===== config.mk =====
export PLATFORM = sky130hd
export DESIGN_NAME = eq_lane
export DESIGN_NICKNAME = d
export VERILOG_FILES = /design/src/sv/eq_pkg.sv /design/src/sv/eq_lane.sv
export SDC_FILE = /design/constraint.sdc
export NUM_CORES = 2
export LEC_CHECK = 0
export BUFFER_PORTS_ARGS = -buffer_cell sky130_fd_sc_hd__buf_2
export CORE_MARGIN = 2
export CORE_UTILIZATION = 45
export DETAILED_ROUTE_END_ITERATION = 12
export GPL_TIMING_DRIVEN = 1
export PLACE_DENSITY = 0.64
export SETUP_SLACK_MARGIN = 0.02
export SLEW_MARGIN = 40
export SYNTH_ARGS = -nofsm -noshare
export SYNTH_HDL_FRONTEND = slang
export SYNTH_SLANG_ARGS = --single-unit
export TNS_END_PERCENT = 10

===== constraint.sdc =====
create_clock -name clk -period 10 [get_ports clk]
set_input_delay 2 -clock clk [delete_from_list [all_inputs] [get_ports clk]]
set_output_delay 2 -clock clk [all_outputs]
set_load 0.01 [all_outputs]

===== src/sv/eq_pkg.sv =====
`timescale 1ns / 1ps
`default_nettype none
package eq_pkg;

  localparam int IN_BITS     = 15;
  localparam int ANGLE_BITS  = 16;
  localparam int QUAT_BITS   = 16;
  localparam int TRIG_STAGES = 16;
  localparam int TRIG_FRAC   = 30;
  localparam int TRIG_W      = 34;
  localparam int TRIG_OUT_W  = 32;
  localparam int PH_W        = ANGLE_BITS + 2;
  localparam int MAG_W       = IN_BITS;
  localparam int DIVIN_W     = MAG_W + 6;
  localparam int DIV_SHIFT   = 27;
  localparam int DIV_MUL_W   = 22;
  localparam int PROD_W      = DIVIN_W + DIV_MUL_W;
  localparam int PM_W        = ANGLE_BITS;
  localparam int OUT_SHIFT   = TRIG_FRAC + 1 - QUAT_BITS;
  localparam int SUM_W       = TRIG_OUT_W + 1;

  // phase = round(mag * 2^16 / 46080) = floor((mag * 64 + 22) / 45)
  localparam logic [DIV_MUL_W-1:0] DIV_MUL  = DIV_MUL_W'(2982617);
  localparam logic [DIVIN_W-1:0]   DIV_BIAS = DIVIN_W'(22);
  localparam logic [PM_W-1:0]      QUARTER  = PM_W'(1 << (ANGLE_BITS - 2));
  localparam logic signed [PH_W-1:0] HALF   = PH_W'(1 << (ANGLE_BITS - 1));
  localparam logic signed [TRIG_W-1:0] CORDIC_GAIN = TRIG_W'(652032874);

  localparam logic [31:0] ATAN_TURN32 [24] = '{
    32'd536870912, 32'd316933406, 32'd167458907, 32'd85004756, 32'd42667331,
    32'd21354465, 32'd10679838, 32'd5340245, 32'd2670163, 32'd1335087,
    32'd667544, 32'd333772, 32'd166886, 32'd83443, 32'd41722, 32'd20861,
    32'd10430, 32'd5215, 32'd2608, 32'd1304, 32'd652, 32'd326, 32'd163, 32'd81
  };

  typedef logic signed [TRIG_OUT_W-1:0] trig_val_t;

  typedef struct packed {
    trig_val_t c;
    trig_val_t s;
  } trig_t;

  function automatic logic signed [PH_W-1:0] atan_step(input int idx);
    logic [32:0] t;
    t = {1'b0, ATAN_TURN32[idx]} + 33'(1 << (32 - ANGLE_BITS - 1));
    return PH_W'(t >> (32 - ANGLE_BITS));
  endfunction

  function automatic trig_val_t qmul(input trig_val_t a, input trig_val_t b);
    logic signed [2*TRIG_OUT_W-1:0] p;
    p = a * b + (64'sd1 <<< (TRIG_FRAC - 1));
    return TRIG_OUT_W'(p >>> TRIG_FRAC);
  endfunction

endpackage
`default_nettype wire


===== src/sv/eq_lane.sv =====
`timescale 1ns / 1ps
`default_nettype none
module eq_lane (
  input  wire logic                            clk,
  input  wire logic signed [eq_pkg::IN_BITS:0] angle,
  output eq_pkg::trig_t                        trig
);
  import eq_pkg::*;

  logic                       neg;
  logic [MAG_W-1:0]           mag;
  logic [DIVIN_W-1:0]         div_in;
  logic [PROD_W-1:0]          prod_nxt;
  logic [PROD_W-1:0]          prod_r;
  logic                       neg_r;
  logic [PM_W-1:0]            pm;
  logic signed [PH_W-1:0]     pf;
  logic                       fold;
  logic signed [PH_W-1:0]     z0_r;
  logic                       flip0_r;

  logic signed [TRIG_W-1:0] x_r [TRIG_STAGES];
  logic signed [TRIG_W-1:0] y_r [TRIG_STAGES];
  logic signed [PH_W-1:0]   z_r [TRIG_STAGES];
  logic                     flip_r [TRIG_STAGES];

  always_comb begin
    neg      = angle[IN_BITS];
    mag      = neg ? MAG_W'(-angle) : MAG_W'(angle);
    div_in   = {mag, 6'b0} + DIV_BIAS;
    prod_nxt = PROD_W'(div_in) * PROD_W'(DIV_MUL);
  end

  always_ff @(posedge clk) begin
    prod_r <= prod_nxt;
    neg_r  <= neg;
  end

  // fold into the half turn about zero, negate afterwards
  always_comb begin
    pm   = prod_r[DIV_SHIFT +: PM_W];
    fold = pm > QUARTER;
    pf   = fold ? (PH_W'(pm) - HALF) : PH_W'(pm);
  end

  always_ff @(posedge clk) begin
    z0_r    <= neg_r ? -pf : pf;
    flip0_r <= fold;
  end

  for (genvar i = 0; i < TRIG_STAGES; i++) begin : g_stage
    logic signed [TRIG_W-1:0] xi, yi;
    logic signed [PH_W-1:0]   zi;
    logic                     fi;
    if (i == 0) begin : g_first
      assign xi = CORDIC_GAIN;
      assign yi = '0;
      assign zi = z0_r;
      assign fi = flip0_r;
    end else begin : g_next
      assign xi = x_r[i-1];
      assign yi = y_r[i-1];
      assign zi = z_r[i-1];
      assign fi = flip_r[i-1];
    end
    always_ff @(posedge clk) begin
      if (zi >= 0) begin
        x_r[i] <= xi - (yi >>> i);
        y_r[i] <= yi + (xi >>> i);
        z_r[i] <= zi - atan_step(i);
      end else begin
        x_r[i] <= xi + (yi >>> i);
        y_r[i] <= yi - (xi >>> i);
        z_r[i] <= zi + atan_step(i);
      end
      flip_r[i] <= fi;
    end
  end

  always_comb begin
    if (flip_r[TRIG_STAGES-1]) begin
      trig.c = TRIG_OUT_W'(-x_r[TRIG_STAGES-1]);
      trig.s = TRIG_OUT_W'(-y_r[TRIG_STAGES-1]);
    end else begin
      trig.c = TRIG_OUT_W'(x_r[TRIG_STAGES-1]);
      trig.s = TRIG_OUT_W'(y_r[TRIG_STAGES-1]);
    end
  end

endmodule
`default_nettype wire


==> metrics.md <==
| Metric | Value |
|---|---|
| Post-synth EDFFs | `0` |
| Initial Util | `0.4528` |
| Met1 GRT Util | `0.3059` |
| Hold Path End | `flip_r[4][1]$_DFF_P_` |
| H-tree depth | `4` |
| CTS Buf Count | `154` |
| Most frequent cells after synthesis | `ha_1 (1351), dfxtp_1 (1296), xnor2_1 (1160)` |
| # setup viols final | `0` |
| Filler cell count | `~21000` |
| Drt wl/cell | `18.78 um` |
| Worst Hold Depth | `0` |
| RSZ-0062 raised after global routing | `no` |
| R2r setup slk | `3.30 ns` |
| CTS resizes | `0` |
| Avg Cell Area, Syn | `8.536 um^2` |
| # clock sinks | `between 1000 and 1500` |
| Chip Height | `477.0 um` |
| Largest net degree at the start of global routing | `66` |
| Crit-path max FO | `4` |
| Highest-delay cell along the critical path | `fa_1` |
| Layout cell share with drive strength beyond 1 | `0.04774` |
| Fin Clk Skew | `0.04552 ns` |
| Area of the multi-input gates | `71820 um^2` |
| Worst rel slew slack | `0.4085` |
| Cell Area, Synth | `100700 um^2` |
| Cell Rows | `173` |
| Full die area | `227500 um^2` |
| Async SR Flop Fraction | `0` |
| Hold Fails Final Rpt | `0` |
| CTS Buffer Depth | `3` |
| Storage element area | `between 20000 and 30000 um^2` |
| Total track usage | `0.2393` |
| Fin nets | `13421` |
| Initial drt markers | `5526` |
| Fin. max-slew vios | `0` |
| GRT busiest layer | `met2` |
| M2 GR Usage | `0.4179` |
| Via/cell ratio | `5.645` |
| WL final | `282.1 mm` |
| Core Box Area | `222300 um^2` |
| Placed cell count | `about 15000` |
| Cell with the most instances after synthesis | `ha_1` |
| Hold Crit Class | `register to register` |
| TNS Setup | `0 ns` |
| Clock-pin slew on the worst setup and hold paths | `0.06 ns` |
| CTS tree | `done` |
| Synth Flop Type | `dfxtp_1` |
| R2R Path Start | `z_r[1][35]$_DFF_P_` |
| Synthesis Warnings | `0` |
| GPL Wtd Cong | `0.9898` |
| Num ports | `slightly above 80` |
| Period Utilization, post-route | `0.9139` |
| Root buf cell | `clkbuf_16` |
| R2r endpoint | `y_r[1][101]$_DFF_P_` |
| CP startpoint kind | `primary input` |
| CTS Hold Buffers Added | `0` |
| Hold_sp | `flip_r[4][0]$_DFF_P_` |
| FMAX | `0.1094 GHz` |
| Synth area leader | `dfxtp_1` |
| CP required | `10.74 ns` |
| Worst Tran Pin Value | `0.8797 ns` |
| Die X | `477.0 um` |
| Top post-synthesis cells by area | `dfxtp_1 (26%), ha_1 (17%), xnor2_1 (10%)` |
| Global Route met3 Usage | `0.02441` |
| Post-route DRC | `0` |
| Status | `finished clean` |
| First-pass GRT wire length | `447.0 mm` |
| Mapped Cells | `11793` |
| Post-DP HPWL | `roughly 230 mm` |
| Setup Crit Path Kind | `primary input to register` |
| Hold slack | `roughly 0.32 ns` |
| Cell Count, Final, Fillers Out | `15023` |
| 1st-pass router iterations | `6` |
| Fin crit period | `9.139 ns` |
| Vias in the first global route | `83030` |
| Max Cap Viol | `0` |
| Synth top area share | `0.2577` |
| #FFs+latches synth | `1296` |
| Worst r2r path cells | `22` |
| Antenna violations before repair | `4` |
| Routed vias | `84807` |
| Synthesized Nets | `13292` |
| Register area share after synthesis | `0.2577` |
| Routed Antenna Nets | `0` |
| Synth cell types | `90` |
| IO Port Bufs | `80` |
| Total gr overflow | `0` |
| Clk_lat worst skew | `0.80 ns` |
| Nature of the critical path endpoint | `register` |
| Arrival @ worst endpoint | `9.88 ns` |
| Setup repair bufs after CTS | `0` |
| Layout area overhead | `9.448%` |
| Largest stage delay, worst path | `~0.60 ns` |
area by class of cell:
class / instances / share of cell area
Inverter: 646 / 0.02201
Clock inverter: 81 / 0.01015
Multi-Input combinational cell: 9686 / 0.6518
Sequential cell: 1296 / 0.2355
Antenna cell: 3 / 0.00006814
Clock buffer: 198 / 0.03905
Tap cell: 2975 / 0.03378
Timing Repair Buffer: 138 / 0.007586
through the flow:
step | instance area [um^2] | util | setup slack [ns]
CTS | 110100 | 0.4954 | 0.8459
global placement | 104600 | 0.4707 | 0.009963
detailed placement | 104700 | 0.4710 | 0.01045
global route | 110200 | 0.4956 | 0.3489
finish | 110200 | 0.4956 | 0.8607
floorplan | 100700 | - | 1.043
state kept, by name, indices dropped and copies added (netlist names):
name / cells
flip_r: 16
prod_r: 16
z_r: 253
neg_r: 1
g_stage.zi: 18
y_r: 509
x_r: 482
flip0_r: 1
routing by layer:
layer  up-vias  part of all wire
met2      1886              0.48
met1     39952              0.45
li1      42492                 -
met3       477             0.041
met4         0             0.033
met5         -                 0
worst max-delay path by stage:
stage               startpoint            endpoint  depth (start not counted)
floorplan             angle[0]  prod_r[42]$_DFF_P_                         30
global placement      angle[0]  prod_r[42]$_DFF_P_                         31
detailed placement    angle[0]  prod_r[42]$_DFF_P_                         31
CTS                   angle[0]  prod_r[42]$_DFF_P_                         31
global route          angle[0]  prod_r[42]$_DFF_P_                         31
finish                angle[0]  prod_r[42]$_DFF_P_                         31
layout by cell type, fill, tap and decap left out, drive strengths merged, types with 20 or more instances in the layout:
| cell type | n |
|---|---|
| ha | 1351 |
| dfxtp | 1296 |
| xnor2 | 1160 |
| a21oi | 1017 |
| nor2 | 894 |
| o21ai | 733 |
| nand2 | 668 |
| inv | 655 |
| xor2 | 615 |
| a21o | 424 |
| nor3 | 258 |
| nand2b | 216 |
| nand3 | 209 |
| clkbuf | 198 |
| o31ai | 186 |
| o21a | 172 |
| or3 | 151 |
| o21bai | 147 |
| nor2b | 138 |
| buf | 138 |
| fa | 131 |
| a211oi | 108 |
| nor4 | 107 |
| o41ai | 88 |
| and3 | 85 |
| or4 | 77 |
| a31oi | 75 |
| nand4 | 54 |
| o211ai | 52 |
| a21boi | 51 |
| mux2i | 45 |
| and2 | 44 |
| or2 | 44 |
| clkinv | 38 |
| a31o | 23 |
| and4 | 22 |
| nor3b | 22 |
| mux2 | 22 |
| a2111oi | 22 |
| a41oi | 20 |
critical path, delay by kind of cell:
family,cells,cell delay [ns]
XOR/XNOR,2,0.40
buffers and inverters,6,0.44
AO/OA/AOI/OAI,5,1.26
AND/OR/NAND/NOR,9,2.18
adder cells (fa/ha/maj),9,3.58
kinds of logic after synthesis:
family          synth area share
compound gates            0.2084
xor+xnor                  0.1544
fa+ha+maj                 0.1940
buf+inv                  0.03048
flops                     0.2577
mux                     0.006935
simple gates              0.1480
Power is left out: the tool's default activity adds up to more than one toggle a clock period on the data nets, which glitch-free logic cannot reach.
